--- src/pmc_pkg.sv ---
package pmc_pkg;

  localparam int unsigned DATA_W   = 16;
  localparam int unsigned REF_W    = 8;
  localparam int unsigned DUTY_W   = 15;
  localparam int unsigned ERR_W    = 17;
  localparam int unsigned SUM_W    = 18;
  localparam int unsigned KPP_W    = 34;
  localparam int unsigned TOT_W    = 42;
  localparam int unsigned MAG_W    = 26;
  localparam int unsigned MUL_A_W  = 25;
  localparam int unsigned MUL_B_W  = 26;
  localparam int unsigned MUL_P_W  = MUL_A_W + MUL_B_W;
  localparam int unsigned APB_AW   = 4;
  localparam int unsigned APB_DW   = 32;

  localparam int unsigned DUTY_MAX = 20000;
  localparam logic [MAG_W-1:0] DUTY_MAX_MAG = MAG_W'(DUTY_MAX);

  // ceil(2^32 / 255): exact floor(x / 255) for any 24-bit x as (x * RECIP_255) >> 32
  localparam logic [MUL_B_W-2:0] RECIP_255 = 25'd16843010;

  localparam logic [DATA_W-1:0] KP_RST   = 16'd256;
  localparam logic [DATA_W-1:0] DT_RST   = 16'd655;
  localparam logic [DATA_W-1:0] LIM_RST  = 16'd50000;
  localparam logic [DATA_W-1:0] SPAN_RST = 16'd5600;

  typedef enum logic [1:0] {
    REG_KP   = 2'd0,
    REG_DT   = 2'd1,
    REG_LIM  = 2'd2,
    REG_SPAN = 2'd3
  } pmc_reg_e;

  typedef enum logic [2:0] {
    ST_IDLE,
    ST_SCALE,
    ST_RECIP,
    ST_ERR,
    ST_PROP,
    ST_INTEG,
    ST_SUM,
    ST_OUT
  } pmc_state_e;

  typedef struct packed {
    logic [DATA_W-1:0] kp_gain;
    logic [DATA_W-1:0] dt_gain;
    logic [DATA_W-1:0] integral_limit;
    logic [DATA_W-1:0] position_span;
  } pmc_cfg_t;

endpackage

--- src/pi_position_motor_controller.sv ---
// Channel   | Direction | Signals                                 | Contents (low bit up)
// s_axis    | in        | s_axis_tvalid/tready/tdata[23:0]        | reference_byte, encoder_position
// m_axis    | out       | m_axis_tvalid/tready/tdata[15:0]        | drive_direction, drive_duty
// apb       | cfg       | psel/penable/pwrite/paddr[3:0]/pwdata   | 0x0 kp, 0x4 dt, 0x8 limit, 0xC span
//
// Each result comes from seven sequencer steps around a single shared 25x26 multiplier,
// which follow the idle step that takes the transfer.
// s_axis_tready is high only while the sequencer is idle; a finished result sits in the
// output register, so the next tick is taken while it waits on m_axis_tready.
// A stalled output holds the sequencer in its last step until the register frees.
// Reset clears the error integral and loads the register defaults; no clearing pass.
module pi_position_motor_controller
  import pmc_pkg::*;
(
  input  logic              clk_i,
  input  logic              rst_ni,
  input  logic              s_axis_tvalid,
  output logic              s_axis_tready,
  input  logic [23:0]       s_axis_tdata,   // [7:0] reference_byte, [23:8] encoder_position
  output logic              m_axis_tvalid,
  input  logic              m_axis_tready,
  output logic [15:0]       m_axis_tdata,   // [0] drive_direction, [15:1] drive_duty
  input  logic              psel,
  input  logic              penable,
  input  logic              pwrite,
  input  logic [APB_AW-1:0] paddr,
  input  logic [APB_DW-1:0] pwdata,
  output logic [APB_DW-1:0] prdata,
  output logic              pready
);

  pmc_cfg_t          cfg;
  logic              dir;
  logic [DUTY_W-1:0] duty;

  pmc_cfg_regs u_cfg (
    .clk_i   (clk_i),
    .rst_ni  (rst_ni),
    .psel    (psel),
    .penable (penable),
    .pwrite  (pwrite),
    .paddr   (paddr),
    .pwdata  (pwdata),
    .prdata  (prdata),
    .pready  (pready),
    .cfg_o   (cfg)
  );

  pmc_core u_core (
    .clk_i              (clk_i),
    .rst_ni             (rst_ni),
    .cfg_i              (cfg),
    .in_valid_i         (s_axis_tvalid),
    .in_ready_o         (s_axis_tready),
    .reference_byte_i   (s_axis_tdata[7:0]),
    .encoder_position_i (s_axis_tdata[23:8]),
    .out_valid_o        (m_axis_tvalid),
    .out_ready_i        (m_axis_tready),
    .drive_direction_o  (dir),
    .drive_duty_o       (duty)
  );

  assign m_axis_tdata = {duty, dir};

endmodule

--- src/pmc_cfg_regs.sv ---
module pmc_cfg_regs
  import pmc_pkg::*;
(
  input  logic              clk_i,
  input  logic              rst_ni,
  input  logic              psel,
  input  logic              penable,
  input  logic              pwrite,
  input  logic [APB_AW-1:0] paddr,
  input  logic [APB_DW-1:0] pwdata,
  output logic [APB_DW-1:0] prdata,
  output logic              pready,
  output pmc_cfg_t          cfg_o
);

  pmc_cfg_t cfg_q, cfg_d;
  pmc_reg_e idx;
  logic     wr_en;

  assign pready = 1'b1;
  assign idx    = pmc_reg_e'(paddr[3:2]);
  assign wr_en  = psel && penable && pwrite && pready;
  assign cfg_o  = cfg_q;

  always_comb begin
    cfg_d = cfg_q;
    if (wr_en) begin
      unique case (idx)
        REG_KP:   cfg_d.kp_gain        = pwdata[DATA_W-1:0];
        REG_DT:   cfg_d.dt_gain        = pwdata[DATA_W-1:0];
        REG_LIM:  cfg_d.integral_limit = pwdata[DATA_W-1:0];
        REG_SPAN: cfg_d.position_span  = pwdata[DATA_W-1:0];
        default:  cfg_d = cfg_q;
      endcase
    end
  end

  always_comb begin
    unique case (idx)
      REG_KP:   prdata = {16'b0, cfg_q.kp_gain};
      REG_DT:   prdata = {16'b0, cfg_q.dt_gain};
      REG_LIM:  prdata = {16'b0, cfg_q.integral_limit};
      REG_SPAN: prdata = {16'b0, cfg_q.position_span};
      default:  prdata = '0;
    endcase
  end

  always_ff @(posedge clk_i or negedge rst_ni) begin
    if (!rst_ni) begin
      cfg_q.kp_gain        <= KP_RST;
      cfg_q.dt_gain        <= DT_RST;
      cfg_q.integral_limit <= LIM_RST;
      cfg_q.position_span  <= SPAN_RST;
    end else begin
      cfg_q <= cfg_d;
    end
  end

endmodule

--- src/pmc_mul.sv ---
module pmc_mul
  import pmc_pkg::*;
(
  input  logic                      clk_i,
  input  logic signed [MUL_A_W-1:0] a_i,
  input  logic signed [MUL_B_W-1:0] b_i,
  output logic signed [MUL_P_W-1:0] p_o
);

  logic signed [MUL_P_W-1:0] p_q;

  always_ff @(posedge clk_i) begin
    p_q <= a_i * b_i;
  end

  assign p_o = p_q;

endmodule

--- src/pmc_core.sv ---
module pmc_core
  import pmc_pkg::*;
(
  input  logic              clk_i,
  input  logic              rst_ni,
  input  pmc_cfg_t          cfg_i,
  input  logic              in_valid_i,
  output logic              in_ready_o,
  input  logic [REF_W-1:0]  reference_byte_i,
  input  logic [DATA_W-1:0] encoder_position_i,
  output logic              out_valid_o,
  input  logic              out_ready_i,
  output logic              drive_direction_o,
  output logic [DUTY_W-1:0] drive_duty_o
);

  pmc_state_e state_q, state_d;

  logic        [REF_W-1:0]  ref_q;
  logic        [DATA_W-1:0] enc_q;
  logic signed [ERR_W-1:0]  error_q, error_d;
  logic signed [SUM_W-1:0]  error_sum_q, error_sum_d;
  logic signed [KPP_W-1:0]  kp_prod_q;
  logic signed [TOT_W-1:0]  total_q, total_d;

  logic                     out_valid_q, out_valid_d;
  logic                     dir_q, dir_d;
  logic        [DUTY_W-1:0] duty_q, duty_d;

  logic signed [MUL_A_W-1:0] mul_a;
  logic signed [MUL_B_W-1:0] mul_b;
  logic signed [MUL_P_W-1:0] mul_p;

  logic signed [SUM_W-1:0]  lim_s, sum_raw;
  logic        [TOT_W-1:0]  mag_full;
  logic        [MAG_W-1:0]  mag;
  logic        [MAG_W-1:0]  mag_sat;
  logic                     out_load;

  pmc_mul u_mul (
    .clk_i (clk_i),
    .a_i   (mul_a),
    .b_i   (mul_b),
    .p_o   (mul_p)
  );

  assign lim_s   = $signed({2'b0, cfg_i.integral_limit});
  assign sum_raw = error_sum_q + SUM_W'(error_q);

  // Q.16 total -> magnitude truncated toward zero
  assign mag_full = total_q[TOT_W-1] ? TOT_W'(-total_q) : TOT_W'(total_q);
  assign mag      = mag_full[TOT_W-1:16];
  assign mag_sat  = (mag > DUTY_MAX_MAG) ? DUTY_MAX_MAG : mag;

  always_comb begin
    state_d     = state_q;
    error_d     = error_q;
    error_sum_d = error_sum_q;
    total_d     = total_q;
    mul_a       = '0;
    mul_b       = '0;
    out_load    = 1'b0;
    dir_d       = dir_q;
    duty_d      = duty_q;
    out_valid_d = out_valid_q && !out_ready_i;

    unique case (state_q)
      ST_IDLE: begin
        if (in_valid_i) state_d = ST_SCALE;
      end
      ST_SCALE: begin
        mul_a   = $signed({17'b0, ref_q});
        mul_b   = $signed({10'b0, cfg_i.position_span});
        state_d = ST_RECIP;
      end
      ST_RECIP: begin
        mul_a   = $signed({1'b0, mul_p[23:0]});
        mul_b   = $signed({1'b0, RECIP_255});
        state_d = ST_ERR;
      end
      ST_ERR: begin
        error_d = $signed({1'b0, mul_p[47:32]}) - $signed({1'b0, enc_q});
        state_d = ST_PROP;
      end
      ST_PROP: begin
        mul_a = $signed({{(MUL_A_W-ERR_W){error_q[ERR_W-1]}}, error_q});
        mul_b = $signed({10'b0, cfg_i.kp_gain});
        if (sum_raw > lim_s) begin
          error_sum_d = lim_s;
        end else if (sum_raw < -lim_s) begin
          error_sum_d = -lim_s;
        end else begin
          error_sum_d = sum_raw;
        end
        state_d = ST_INTEG;
      end
      ST_INTEG: begin
        mul_a   = $signed({{(MUL_A_W-SUM_W){error_sum_q[SUM_W-1]}}, error_sum_q});
        mul_b   = $signed({10'b0, cfg_i.dt_gain});
        state_d = ST_SUM;
      end
      ST_SUM: begin
        total_d = $signed({kp_prod_q, 8'b0}) + $signed(mul_p[TOT_W-1:0]);
        state_d = ST_OUT;
      end
      ST_OUT: begin
        // wait until the output register is free
        if (!out_valid_q || out_ready_i) begin
          out_load    = 1'b1;
          out_valid_d = 1'b1;
          dir_d       = total_q[TOT_W-1] && (mag != '0);
          duty_d      = mag_sat[DUTY_W-1:0];
          state_d     = ST_IDLE;
        end
      end
      default: state_d = ST_IDLE;
    endcase
  end

  always_ff @(posedge clk_i or negedge rst_ni) begin
    if (!rst_ni) begin
      state_q     <= ST_IDLE;
      error_sum_q <= '0;
      out_valid_q <= 1'b0;
    end else begin
      state_q     <= state_d;
      error_sum_q <= error_sum_d;
      out_valid_q <= out_valid_d;
    end
  end

  always_ff @(posedge clk_i) begin
    if (state_q == ST_IDLE && in_valid_i) begin
      ref_q <= reference_byte_i;
      enc_q <= encoder_position_i;
    end
    if (state_q == ST_INTEG) kp_prod_q <= mul_p[KPP_W-1:0];
    error_q <= error_d;
    total_q <= total_d;
    dir_q   <= dir_d;
    duty_q  <= duty_d;
  end

  assign in_ready_o        = (state_q == ST_IDLE);
  assign out_valid_o       = out_valid_q;
  assign drive_direction_o = dir_q;
  assign drive_duty_o      = duty_q;

`ifndef ASSERT_OFF
  a_sum_in_limit: assert property (@(posedge clk_i) disable iff (!rst_ni)
    (state_q == ST_INTEG) |-> (error_sum_q <= lim_s) && (error_sum_q >= -lim_s))
    else $error("error_sum outside integral limit");

  a_out_from_seq: assert property (@(posedge clk_i) disable iff (!rst_ni)
    $rose(out_valid_q) |-> $past(state_q == ST_OUT))
    else $error("result raised outside output step");

  a_duty_sat: assert property (@(posedge clk_i) disable iff (!rst_ni)
    out_valid_q |-> (MAG_W'(duty_q) <= DUTY_MAX_MAG))
    else $error("duty above saturation limit");

  // held result: a negative drive always has a nonzero duty
  a_dir_nonzero: assert property (@(posedge clk_i) disable iff (!rst_ni)
    (out_valid_q && dir_q) |-> (duty_q != '0))
    else $error("negative direction with zero drive");

  a_load_no_loss: assert property (@(posedge clk_i) disable iff (!rst_ni)
    out_load |-> (!out_valid_q || out_ready_i))
    else $error("result overwritten before transfer");
`endif

endmodule
--- config.mk ---
export PLATFORM = sky130hd
export DESIGN_NAME = pi_position_motor_controller
export DESIGN_NICKNAME = d
export VERILOG_FILES = /design/src/pmc_pkg.sv /design/src/pi_position_motor_controller.sv /design/src/pmc_cfg_regs.sv /design/src/pmc_mul.sv /design/src/pmc_core.sv
export SDC_FILE = /design/constraint.sdc
export NUM_CORES = 2
export LEC_CHECK = 0
export BUFFER_PORTS_ARGS = -buffer_cell sky130_fd_sc_hd__buf_2
export CAP_MARGIN = 10
export CORE_AREA = 2 2 302 304
export DETAILED_ROUTE_END_ITERATION = 10
export DIE_AREA = 0 0 304 306
export GPL_ROUTABILITY_DRIVEN = 0
export PLACE_DENSITY = 0.56
export SYNTH_ARGS = -nofsm -noshare
export SYNTH_HDL_FRONTEND = slang
export SYNTH_HIERARCHICAL = 1
export SYNTH_SLANG_ARGS = --single-unit
--- constraint.sdc ---
create_clock -name clk_i -period 10.53 [get_ports clk_i]
set_clock_uncertainty 0.05 [all_clocks]
set_input_delay 0.5265 -clock clk_i [delete_from_list [all_inputs] [get_ports clk_i]]
set_output_delay 0.5265 -clock clk_i [all_outputs]
set_load 0.005 [all_outputs]
* Word level (Yosys, flattened, before mapping) *
Index checks and enable logic that the tools add are counted.
Widths: inputs -> output; s select.

operators by class
  add/sub/neg operators = 5
  $mul = 1
  magnitude comparators = 3
  equal/unequal tests = 12
  multiplexer cells = 11
  reduce and logical (&&, ||, !) cells = 17

operator list
  cell                  number
  $pmux 25 s4           2
  $pmux 32 s4           1
  $mul 25x26->48        1
  $add 42x42->42        1
  $mux 42               1
  $neg 42->42           1
  $mux 18               2
  $gt 26x15->1 const B  1
  $reduce_bool 26->1    1
  $pmux 3 s8            1
  $add 18x17->18        1
  $gt 18x17->1          1
  $lt 18x18->1          1
  $neg 16->18           1
  $sub 16x16->17        1
  $eq 3x3->1 const B    4
  $reduce_and 2->1      6
  $eq 3x2->1 const B    2
  $mux 3                2
  $logic_and 1x1->1     5
  $eq 2x2->1 const B    2
  $eq 3x1->1 const B    1
  $logic_not 3->1       1
  $eq 2x1->1 const B    1
  6 further kinds       8

word-level totals
  register bits = 267
  input bits = 67
  word-level logic and storage cells = 64

* Longest topological paths before layout *
  depth after elaboration = 4
  gate-level depth with buffers = 33

* Cells and area by module *
Netlist, hierarchy kept.

by module, submodules not included
  module                        times used  cells an instance  area an instance (um^2)  sequential area each (um^2)
  pmc_mul                       1           2646               24858.8                  1021.0
  pmc_core                      1           1154               11262.1                  4544.4
  pmc_cfg_regs                  1           180                3029.2                   1625.3
  pi_position_motor_controller  1           1                  7.5                      0.0

* Least setup slack after synthesis *
OpenSTA, ideal clock, no wires.

  path type = reg2reg
  start point = register u_core.state_q[2]
  end point = register u_core.u_mul.p_q[44], in the netlist u_core/u_mul/p_o[44]
  library setup time = 116 ps
  arrival time = 8502 ps
  data required time = 10364 ps
  slack = 1862 ps
  stages on the path, launching flop included = 30
  clock period less this slack = 8668 ps
  path through = dfrtp_1 clkbuf_1 and2_1 clkbuf_1 a22oi_1 nand2_1 clkbuf_1 clkbuf_1 nand2_1 fa_1 inv_1 fa_1 inv_1 fa_1 inv_1 fa_1 fa_1 fa_1 inv_1 fa_1 inv_1 ha_1 a21o_1 a21oi_1 o21ai_0 a31o_1 o21a_1 o2111a_1 or4b_1 o211a_1

between the ends
  word-level cells in the longest chain between the ends = 3
  elaborated cells between the ends (all ways) = 7
  those cells by class = 1 x mul; 4 x eq/ne; 2 x mux

ends and longest elaborated chain
  what                                      RTL line         text
  start, declared                           pmc_core.sv:17   pmc_state_e state_q, state_d;
  start signal, assigned                    pmc_core.sv:126  state_q <= state_d;
  $eq 3x3->1, or another cell as far along  pmc_core.sv:67   unique case (state_q)
  $pmux 25 s4 (*)                           pmc_core.sv:67
  named net u_core.mul_a[16]                pmc_core.sv:30   logic signed [MUL_A_W-1:0] mul_a;
  $mul 25x26->48 (*)                        pmc_mul.sv:13    p_q <= a_i * b_i;
  end signal, assigned                      pmc_mul.sv:13
  end, declared                             pmc_mul.sv:10    logic signed [MUL_P_W-1:0] p_q;

Mark *: on every way through the listed nets, which the timed path passes. The rest lies on a longest branch.
A chain may end at the register's enable or synchronous reset.

* Worst setup path after layout *
  start point = register u_core.state_q[0]
  end point = register u_core.u_mul.p_q[43], in the netlist u_core/u_mul/p_o[43]

Same word-level chain as after synthesis.

==> impl_metrics.yaml <==
cts:
  clk_latency_ns: 0.59
  clock-sinks: 267
  root_buffer: "clkbuf_16"
  cts_buffers: 29
  cts_resized: 0
  clkTransAtPathRegs_ns: 0.06
  cts_max_level: 1
  cts_tree: "yes"
  post-cts-setup-buffers: 0
  clockBufferDepth: 3
timing:
  slew_viol_final: 0
  period_minus_slack_ns: 9.27
  finalSetupViolCount: 0
  finalCritPeriodShare_pct: 88.0
  fin_tns_setup_ns: 0
  tightest_slew_ns: 1.17
  slew-limit-headroom_pct: 22.0
  hold_ws_ns: 0.0573
  fmax_ghz: 0.108
  rsz0062_at_grt: "false"
  hold_viol_final: 0
setup_path:
  r2r_cells: 25
  regToRegStartpoint: "u_core/state_q[0]$_DFFE_PN0P_"
  worstSetupEndpointType: "register"
  path_class: "register to register"
  start_kind: "register"
  reg2reg_slack_ns: 1.26
  r2r_end: "u_core/u_mul/p_o[43]$_DFF_P_"
  critPathArrivalTime_ns: 9.74
  cp-startpoint: "u_core/state_q[0]$_DFFE_PN0P_"
  critical_path_required_ns: 11.00
  path_max_fanout: 45
  crit_end: "u_core/u_mul/p_o[43]$_DFF_P_"
synthesis:
  synthCells: 3879
  synth.avg_cell_area_um2: 9.86
  yosys_warnings: 6
  syn_area_um2: 38200
cells_and_area:
  drive_above_1_share_pct: 9.32
  layout.nets: 4920
  stdcell_count: 5147
  fin_util_pct: 46.0
  fillers: 8632
  area_growth_pct: 7.70
routing:
  routedWlPerCell_um: 20.3
  drt_iter0_markers: 1736
  vias: 26894
  wl_um: 104000
  ant_nets: 0
  drt_pre_antenna_iters: 5
  drc_errors: 0
  vias_per_cell: 5.23
grt:
  use_met3_pct: 2.31
  use_met2_pct: 39.0
  grtUsageTotal_pct: 22.8
  grt_max_degree: 70
  top_usage_layer: "met2"
  grt_pass1_vias: 28168
  grt_pass1_wl_um: 165000
  use_met1_pct: 31.1
  grt_overflow: 0
  antenna_found_initial: 1
floorplanning:
  core_area_um2: 89600
  start_util_pct: 42.7
  fp.dieH_um: 306
  io_pins: 118
  die-area_um2: 93000
  chipWidth_um: 304
  rows: 110
run_status:
  status: "complete, no violations"
min_path:
  worst_hold_path_type: "input port to register"
placement:
  dp_cells: 5091
  portBuffers: 82
  dpl.hpwl_um: 85100
job:
  drv_cap: 0
-- state kept, by name, summed over array words and instances, names as in the netlist --
signal                    count
u_core/u_mul/p_o             48
u_core/kp_prod_q             34
u_core/error_q               17
u_core/out_valid_o            1
u_core/total_q               42
u_core/enc_q                 16
u_core/error_sum_q           18
u_core/ref_q                  8
u_core/drive_duty_o          15
u_cfg/cfg_o                  64
u_core/drive_direction_o      1
u_core/state_q                3
-- cell type report --
type / instances / area [µm²] / share of cell area (%)
Inverter: 712 / 2670 / 6.49
Clock buffer: 41 / 863 / 2.10
Timing Repair Buffer: 151 / 933 / 2.27
Tap cell: 1176 / 1470 / 3.57
Antenna cell: 1 / 2.50 / 0.00608
Clock inverter: 13 / 141 / 0.343
Sequential cell: 267 / 7130 / 17.3
Multi-Input combinational cell: 2786 / 28000 / 67.9
-- worst min-delay path by stage --
| stage | start | endpoint | cells after the start |
|---|---|---|---|
| final | s_axis_tdata[21] | u_core/enc_q[13]$_DFFE_PP_ | 1 |
| after detailed placement | rst_ni | u_core/state_q[2]$_DFFE_PN0P_ | 1 |
| after global routing | s_axis_tdata[21] | u_core/enc_q[13]$_DFFE_PP_ | 1 |
| after floorplan | rst_ni | u_cfg/cfg_o[0]$_DFFE_PN0P_ | 0 |
| after CTS | s_axis_tdata[21] | u_core/enc_q[13]$_DFFE_PP_ | 1 |
| after global placement | rst_ni | u_core/state_q[2]$_DFFE_PN0P_ | 1 |
-- layout by cell type, fill, tap and decap left out, types with 13 or more instances in the layout --
cell type	count
buf_2	81
mux2_2	60
a31oi_1	20
nor3_1	30
nor2b_1	46
nand3_1	46
ha_1	239
a211oi_1	14
a22oi_1	31
dfxtp_1	48
a21o_1	48
clkbuf_16	31
xor2_1	42
edfxtp_1	133
o21ai_1	14
and2_1	326
buf_4	69
o21ai_2	14
dfrtp_1	67
nand4_1	21
dfstp_2	19
o21ai_0	63
xnor2_1	82
nand2_1	436
o31ai_1	13
nor2_1	101
o21a_1	16
inv_1	711
fa_1	666
o21bai_1	13
mux2i_1	15
nand2b_1	24
a21oi_1	103
conb_1	72
-- through the flow --
step / setup WS, ns / cell area, µm²
floorplan: 1.87 / 38500
global route: 0.762 / 41200
detailed placement: 1.27 / 40200
global placement: 1.35 / 40200
finish: 1.26 / 41200
CTS: 1.25 / 41200
-- per-layer routing --
metal	up-vias	wire length (µm)
li1	12327	-
met1	13779	45800
met2	651	50800
met3	137	4840
met4	0	2980
met5	-	0
-- worst max-delay path, cell delays in order (launching register included) --
cell and delay [ns]:
dfrtp_1 0.40, inv_1 0.11, ha_1 0.49, nor2b_4 0.77
buf_4 0.63, a21o_1 0.84, nand2_1 0.18, fa_1 0.52
fa_1 0.49, inv_1 0.05, fa_1 0.45, fa_1 0.51
fa_1 0.42, fa_1 0.49, inv_1 0.05, fa_1 0.51
inv_1 0.06, ha_1 0.38, nand2_1 0.13, o211ai_1 0.27
o2111ai_1 0.17, a21oi_1 0.24, o21ba_2 0.24, o31a_1 0.37
o21ai_1 0.18, xor2_1 0.15
-- timing repair --
action                                  4_1_cts  5_1_grt
endpoints found under the setup margin        0        0
hold buffers                                  1        0
endpoints found under the hold margin        17        0
Power is left out: the tool's default activity adds up to more than one toggle a clock period on the data nets, which glitch-free logic cannot reach.
